`config.mk`:
```
export PLATFORM = sky130hd
export DESIGN_NAME = nts_ctrl
export DESIGN_NICKNAME = d
export VERILOG_FILES = /design/src/hw/rtl/nts_pkg.sv /design/src/hw/rtl/nts_ctrl.sv
export SDC_FILE = /design/constraint.sdc
export NUM_CORES = 1
export LEC_CHECK = 0
export BUFFER_PORTS_ARGS = -buffer_cell sky130_fd_sc_hd__buf_4
export CAP_MARGIN = 20
export CORE_MARGIN = 2
export CORE_UTILIZATION = 51
export CTS_BUF_LIST = sky130_fd_sc_hd__clkbuf_16
export CTS_CLUSTER_SIZE = 12
export DETAILED_ROUTE_END_ITERATION = 10
export PLACE_DENSITY_LB_ADDON = 0.1
export RECOVER_POWER = 100
export SETUP_SLACK_MARGIN = 0.3
export SYNTH_ARGS = -nofsm -noshare
export SYNTH_HDL_FRONTEND = slang
export SYNTH_SLANG_ARGS = --single-unit
export TNS_END_PERCENT = 1
```
`constraint.sdc`:
```
create_clock -name clk -period 3 [get_ports clk]
set_clock_uncertainty 0.15 [all_clocks]
set_input_delay 0.6 -clock clk [delete_from_list [all_inputs] [get_ports clk]]
set_output_delay 0.6 -clock clk [all_outputs]
set_load 0.01 [all_outputs]
```
`src/hw/rtl/nts_pkg.sv`:
```
`timescale 1ns / 1ps
// ----------------------------------------------------------------------------
// nts_pkg
// Shared widths, request codes, state type and control structs of the
// target snap block.
// ----------------------------------------------------------------------------
package nts_pkg;

	localparam int COORD_W      = 24;  // stored targets, rectangle corner
	localparam int SIZE_W       = 23;  // width, height, threshold
	localparam int OUT_W        = 25;  // corrected move
	localparam int SUM_W        = 25;  // corner plus size before saturation
	localparam int SRC_W        = 26;  // moved source points
	localparam int DIFF_W       = 28;  // target minus source
	localparam int TYPE_W       = 2;
	localparam int SRC_SEL_W    = 2;
	localparam int APB_ADDR_W   = 3;
	localparam int APB_DATA_W   = 32;
	localparam int TARGET_DEPTH = 256;
	localparam int THR_RESET    = 80;

	localparam logic [TYPE_W-1:0] REQ_CLEAR = 2'd0;
	localparam logic [TYPE_W-1:0] REQ_ADD   = 2'd1;
	localparam logic [TYPE_W-1:0] REQ_QUERY = 2'd2;

	// source point order: low edge, center, high edge
	localparam logic [SRC_SEL_W-1:0] SRC_LOW  = 2'd0;
	localparam logic [SRC_SEL_W-1:0] SRC_MID  = 2'd1;
	localparam logic [SRC_SEL_W-1:0] SRC_HIGH = 2'd2;

	// target pair order on add: low edge, high edge, center
	localparam logic [SRC_SEL_W-1:0] PAIR_LOW  = 2'd0;
	localparam logic [SRC_SEL_W-1:0] PAIR_HIGH = 2'd1;
	localparam logic [SRC_SEL_W-1:0] PAIR_MID  = 2'd2;

	typedef enum logic [2:0] {
		ST_IDLE,
		ST_WRITE,
		ST_SCAN,
		ST_DRAIN,
		ST_FINISH
	} state_t;

	typedef struct packed {
		logic                 load;
		logic                 wr;
		logic [SRC_SEL_W-1:0] wr_sel;
		logic                 rd_en;
		logic [SRC_SEL_W-1:0] rd_src;
		logic                 finish;
	} cmd_t;

	typedef struct packed {
		logic skip;      // query needs no scan
		logic out_free;  // result register can take a word
	} sts_t;

endpackage

```
`src/hw/rtl/nts_ctrl.sv`:
```
`timescale 1ns / 1ps
// ----------------------------------------------------------------------------
// nts_ctrl
// Sequencer: accepts a word, runs the target writes or the store scan,
// and hands the result to the output register.
// ----------------------------------------------------------------------------
module nts_ctrl #(
	parameter int DEPTH = nts_pkg::TARGET_DEPTH
) (
	input  logic                        clk,
	input  logic                        arst_n,
	input  logic                        in_valid,
	input  logic [nts_pkg::TYPE_W-1:0]  in_type,
	output logic                        in_ready,
	input  nts_pkg::sts_t               sts,
	input  logic [$clog2(DEPTH+1)-1:0]  count,
	output nts_pkg::cmd_t               cmd,
	output logic [$clog2(DEPTH)-1:0]    rd_addr
);

	localparam int AW = $clog2(DEPTH);
	localparam int CW = $clog2(DEPTH + 1);

	nts_pkg::state_t                 state_q, state_d;
	logic [AW-1:0]                   idx_q, idx_d;
	logic [nts_pkg::SRC_SEL_W-1:0]   sel_q, sel_d;
	logic                            drain_q, drain_d;
	logic                            last_entry;

	assign last_entry = (CW'(idx_q) + CW'(1)) == count;
	assign rd_addr    = idx_q;

	// state and counters
	always_ff @(posedge clk or negedge arst_n) begin
		if (!arst_n) begin
			state_q <= nts_pkg::ST_IDLE;
			idx_q   <= '0;
			sel_q   <= '0;
			drain_q <= 1'b0;
		end else begin
			state_q <= state_d;
			idx_q   <= idx_d;
			sel_q   <= sel_d;
			drain_q <= drain_d;
		end
	end

	// next state and commands
	always_comb begin
		state_d    = state_q;
		idx_d      = idx_q;
		sel_d      = sel_q;
		drain_d    = drain_q;
		in_ready   = 1'b0;
		cmd        = '0;
		cmd.wr_sel = sel_q;
		cmd.rd_src = sel_q;
		unique case (state_q)
			nts_pkg::ST_IDLE: begin
				in_ready = 1'b1;
				idx_d    = '0;
				sel_d    = '0;
				drain_d  = 1'b0;
				if (in_valid) begin
					cmd.load = 1'b1;
					if (in_type == nts_pkg::REQ_ADD) begin
						state_d = nts_pkg::ST_WRITE;
					end else if (in_type == nts_pkg::REQ_QUERY && !sts.skip) begin
						state_d = nts_pkg::ST_SCAN;
					end else begin
						state_d = nts_pkg::ST_FINISH;
					end
				end
			end
			nts_pkg::ST_WRITE: begin
				cmd.wr = 1'b1;
				sel_d  = sel_q + 2'd1;
				if (sel_q == nts_pkg::PAIR_MID) begin
					state_d = nts_pkg::ST_FINISH;
				end
			end
			nts_pkg::ST_SCAN: begin
				cmd.rd_en = 1'b1;
				if (last_entry) begin
					idx_d = '0;
					sel_d = sel_q + 2'd1;
					if (sel_q == nts_pkg::SRC_HIGH) begin
						state_d = nts_pkg::ST_DRAIN;
					end
				end else begin
					idx_d = idx_q + AW'(1);
				end
			end
			nts_pkg::ST_DRAIN: begin
				// let the read and compare stages empty
				drain_d = 1'b1;
				if (drain_q) begin
					state_d = nts_pkg::ST_FINISH;
				end
			end
			nts_pkg::ST_FINISH: begin
				if (sts.out_free) begin
					cmd.finish = 1'b1;
					state_d    = nts_pkg::ST_IDLE;
				end
			end
			default: begin
				state_d = nts_pkg::ST_IDLE;
			end
		endcase
	end

`ifndef SYNTHESIS
	a_scan_in_range: assert property (@(posedge clk) disable iff (!arst_n)
		cmd.rd_en |-> (CW'(idx_q) < count))
		else $error("scan address beyond stored targets");
	a_finish_from_finish: assert property (@(posedge clk) disable iff (!arst_n)
		cmd.finish |=> state_q == nts_pkg::ST_IDLE)
		else $error("finish did not return to idle");
	a_write_three: assert property (@(posedge clk) disable iff (!arst_n)
		(state_q == nts_pkg::ST_WRITE && sel_q == nts_pkg::PAIR_LOW)
		|=> (state_q == nts_pkg::ST_WRITE) ##1 (state_q == nts_pkg::ST_WRITE))
		else $error("add did not write three pairs");
`endif

endmodule

```
==> run_results.csv <==
group,metric,value,unit
status,status,"completed",
timing,worst_slew_pin_slew,0.798,ns
logic_synthesis,synthTopCellsByCount,"nand2_1 (17), dfrtp_1 (14), o21ai_0 (10), clkbuf_1 (9), a21oi_1 (8)",
logic_synthesis,synth_edf_count,0,
clock_network,cts_tree,"built",
power,leakagePower,0.549,nW
detailed_routing,ant_nets,0,
detailed_routing,via_per_inst,5.55,
cells_and_area,nets,181,
floorplan,io_pins,33,
timing,hold_viol_final,0,
logic_synthesis,synth-seq-cells,14,
timing,finalCritPeriodShare,88.7,%
clock_network,root_buffer,"clkbuf_16",
critical_path,critical_path.max_fanout,8,
power,power_density,622,nW/um^2
critical_path,worstSetupStartpointType,"flop",
timing,slew_headroom,46.8,%
clock_network,cts_buffer_depth,2,
timing,rsz0062_at_grt,"false",
logic_synthesis,syn_area,1180,sq um
floorplan,floorplan.initialDensity,53.7,%
logic_synthesis,ys_warn_count,0,
detailed_routing,finalWirelength,2530,um
global_routing,grt_pass1_wl,4100,um
clock_network,cts_buffers,3,
cells_and_area,layout-drive-gt1-share,18.5,%
detailed_routing,drt_first_pass_iters,4,
logic_synthesis,synth_area_per_cell,8.41,sq um
logic_synthesis,async_reset_ff_share,100,%
global_routing,grt_start_max_net_pins,19,
critical_path,critPathArrivalTime,2.69,ns
floorplan,coreArea,2190,sq um
timing,maxSlewViolCount,0,
logic_synthesis,synth_top_cells_by_area,"dfrtp_1 (30%), nand2_1 (5.4%), xnor2_1 (4.5%)",
logic_synthesis,synth_top_flop_cell,"dfrtp_1",
placement,post-dp-hpwl,1880,um
power,irDropWorstVdd,0.476,mV
critical_path,critPathKind,"flop to flop",
flow_run,drv_cap,0,
logic_synthesis,yosysMostFrequentCell,"nand2_1",
detailed_routing,first_iter_violations,12,
logic_synthesis,synth_largest_area_cell,"dfrtp_1",
logic_synthesis,synth_top_area_share,29.8,%
timing,tns,0,ns
critical_path,end_kind,"flop",
timing,hold_slack,0.266,ns
detailed_routing,drc,0,
clock_network,clock_sinks,14,
timing,setup_viol,0,
global_routing,grt-ovfl-total,0,
floorplan,dieArea,2710,sq um
floorplan,die_x,52.0,um
global_routing,track_usage,20.4,%
worst_hold_path,hp-class,"primary input to async pin",
floorplan,fp.dieH,52.0,um
power,totalPowerFinal,0.857,mW
detailed_routing,vias,1055,
cells_and_area,nFillCells,217,
logic_synthesis,syn-num-nets,158,
logic_synthesis,syn_inst,140,
cells_and_area,num_antenna_cells,0,
detailed_routing,wl_per_cell,13.3,um
clock_network,path_clk_slew,0.05,ns
cells_and_area,area.growth.synth_to_final,17.0,%
logic_synthesis,ys_types,43,
clock_network,worstSkewPairLatency,0.25,ns
timing,min_period,2.66,ns
placement,routabilityCongestion,0.794,
critical_path,crit_required,3.03,ns
logic_synthesis,yosysSeqAreaShare,29.8,%
global_routing,antenna_found_initial,0,
timing,clock.fmax,376,MHz
placement,dpl-instance-area,1370,sq um
global_routing,grt_pass1_vias,941,
clock_network,h-tree-depth,1,
placement,numPortBuffers,32,
cells_and_area,fin_area,1380,sq um
floorplan,rows,17,
power by group:
part	total, mW	internal, mW	switching, mW	leakage (nW)
Clock	0.256	0.176	0.0793	0.0385
Sequential	0.294	0.219	0.0754	0.192
Combinational	0.307	0.136	0.172	0.318
final cells by class:
class                   count  area, sq um  area share, %
multi-input cells         109          718           52.1
flip-flops and latches     14          350           25.4
repair buffers             32          184           13.4
clock buffers               3         75.1           5.45
well taps                  28         35.0           2.54
inverters                   3         11.3          0.817
clock inverters             1         3.75          0.272
critical path, stage by stage, from the launching register on:
cell	delay [ns]
dfrtp_1	0.45
ha_1	0.29
and3_1	0.25
nand4_1	0.16
a2111oi_4	0.37
o2111ai_1	0.37
or3_1	0.47
nand3_1	0.08
kinds of logic (layout without fill, tap and decap cells):
kind of cell    after synthesis  count (layout)  share of synthesized area [%]
simple gates                 59              59                           26.1
fa+ha+maj                     2               2                           2.13
flops                        14              14                           29.8
compound gates               35              35                           24.0
buf+inv                      17              39                           7.97
mux                           2               2                           1.81
xor+xnor                     11              11                           8.18
through the flow:
step	worst slack [ns]	std cells	util, %
after CTS	0.473	190	66.1
after floorplan	0.594	140	-
after detailed placement	0.490	186	62.5
after global routing	0.153	190	62.9
after global placement	0.561	186	62.5
final	0.339	190	62.9
worst paths after layout:
check / from / to / slack [ns] / depth (start not counted)
setup / recovery: rd_addr[0]$_DFFE_PN0P_ / sel_q[0]$_DFFE_PN0P_ / 0.34 / 7
hold / removal: arst_n / sel_q[1]$_DFFE_PN0P_ / 0.27 / 1
setup reg to reg: rd_addr[0]$_DFFE_PN0P_ / sel_q[0]$_DFFE_PN0P_ / 0.34 / 7
hold reg to reg: drain_q$_DFFE_PN0P_ / drain_q$_DFFE_PN0P_ / 0.38 / 2
max in group asynchronous: arst_n / rd_addr[4]$_DFFE_PN0P_ / 1.94 / 1
min in group clk: drain_q$_DFFE_PN0P_ / drain_q$_DFFE_PN0P_ / 0.38 / 2
registers in the layout, indices dropped and copies added (netlist names):
signal / cells
rd_addr: 8
state_q: 3
sel_q: 2
drain_q: 1
placed cells by master (no fill, tap or decap), types with 6 or more instances in the layout:
cell      netlist  routed
o21ai_0        10      10
clkbuf_1        9      15
a21oi_1         8       8
dfrtp_1        14      14
nor3_1          7       7
xnor2_1         6       6
nor2_1          7       7
buf_4           2      17
nand2_1        17      16
timing repair:
item | CTS | global route
gates resized for setup | 0 | 1
buffers inserted | 0 | 0
hold buffers | 0 | 0
setup endpoints to repair | 0 | 1
per-layer routing:
metal / vias up / global-route usage (%) / wire (um)
met5: - / 0 / 0
met4: 0 / 9.21 / 46
met3: 5 / 2.59 / 97
met2: 22 / 35.2 / 1240
met1: 488 / 25.0 / 1140
li1: 540 / - / -
Power figures use the tool's default switching activity.
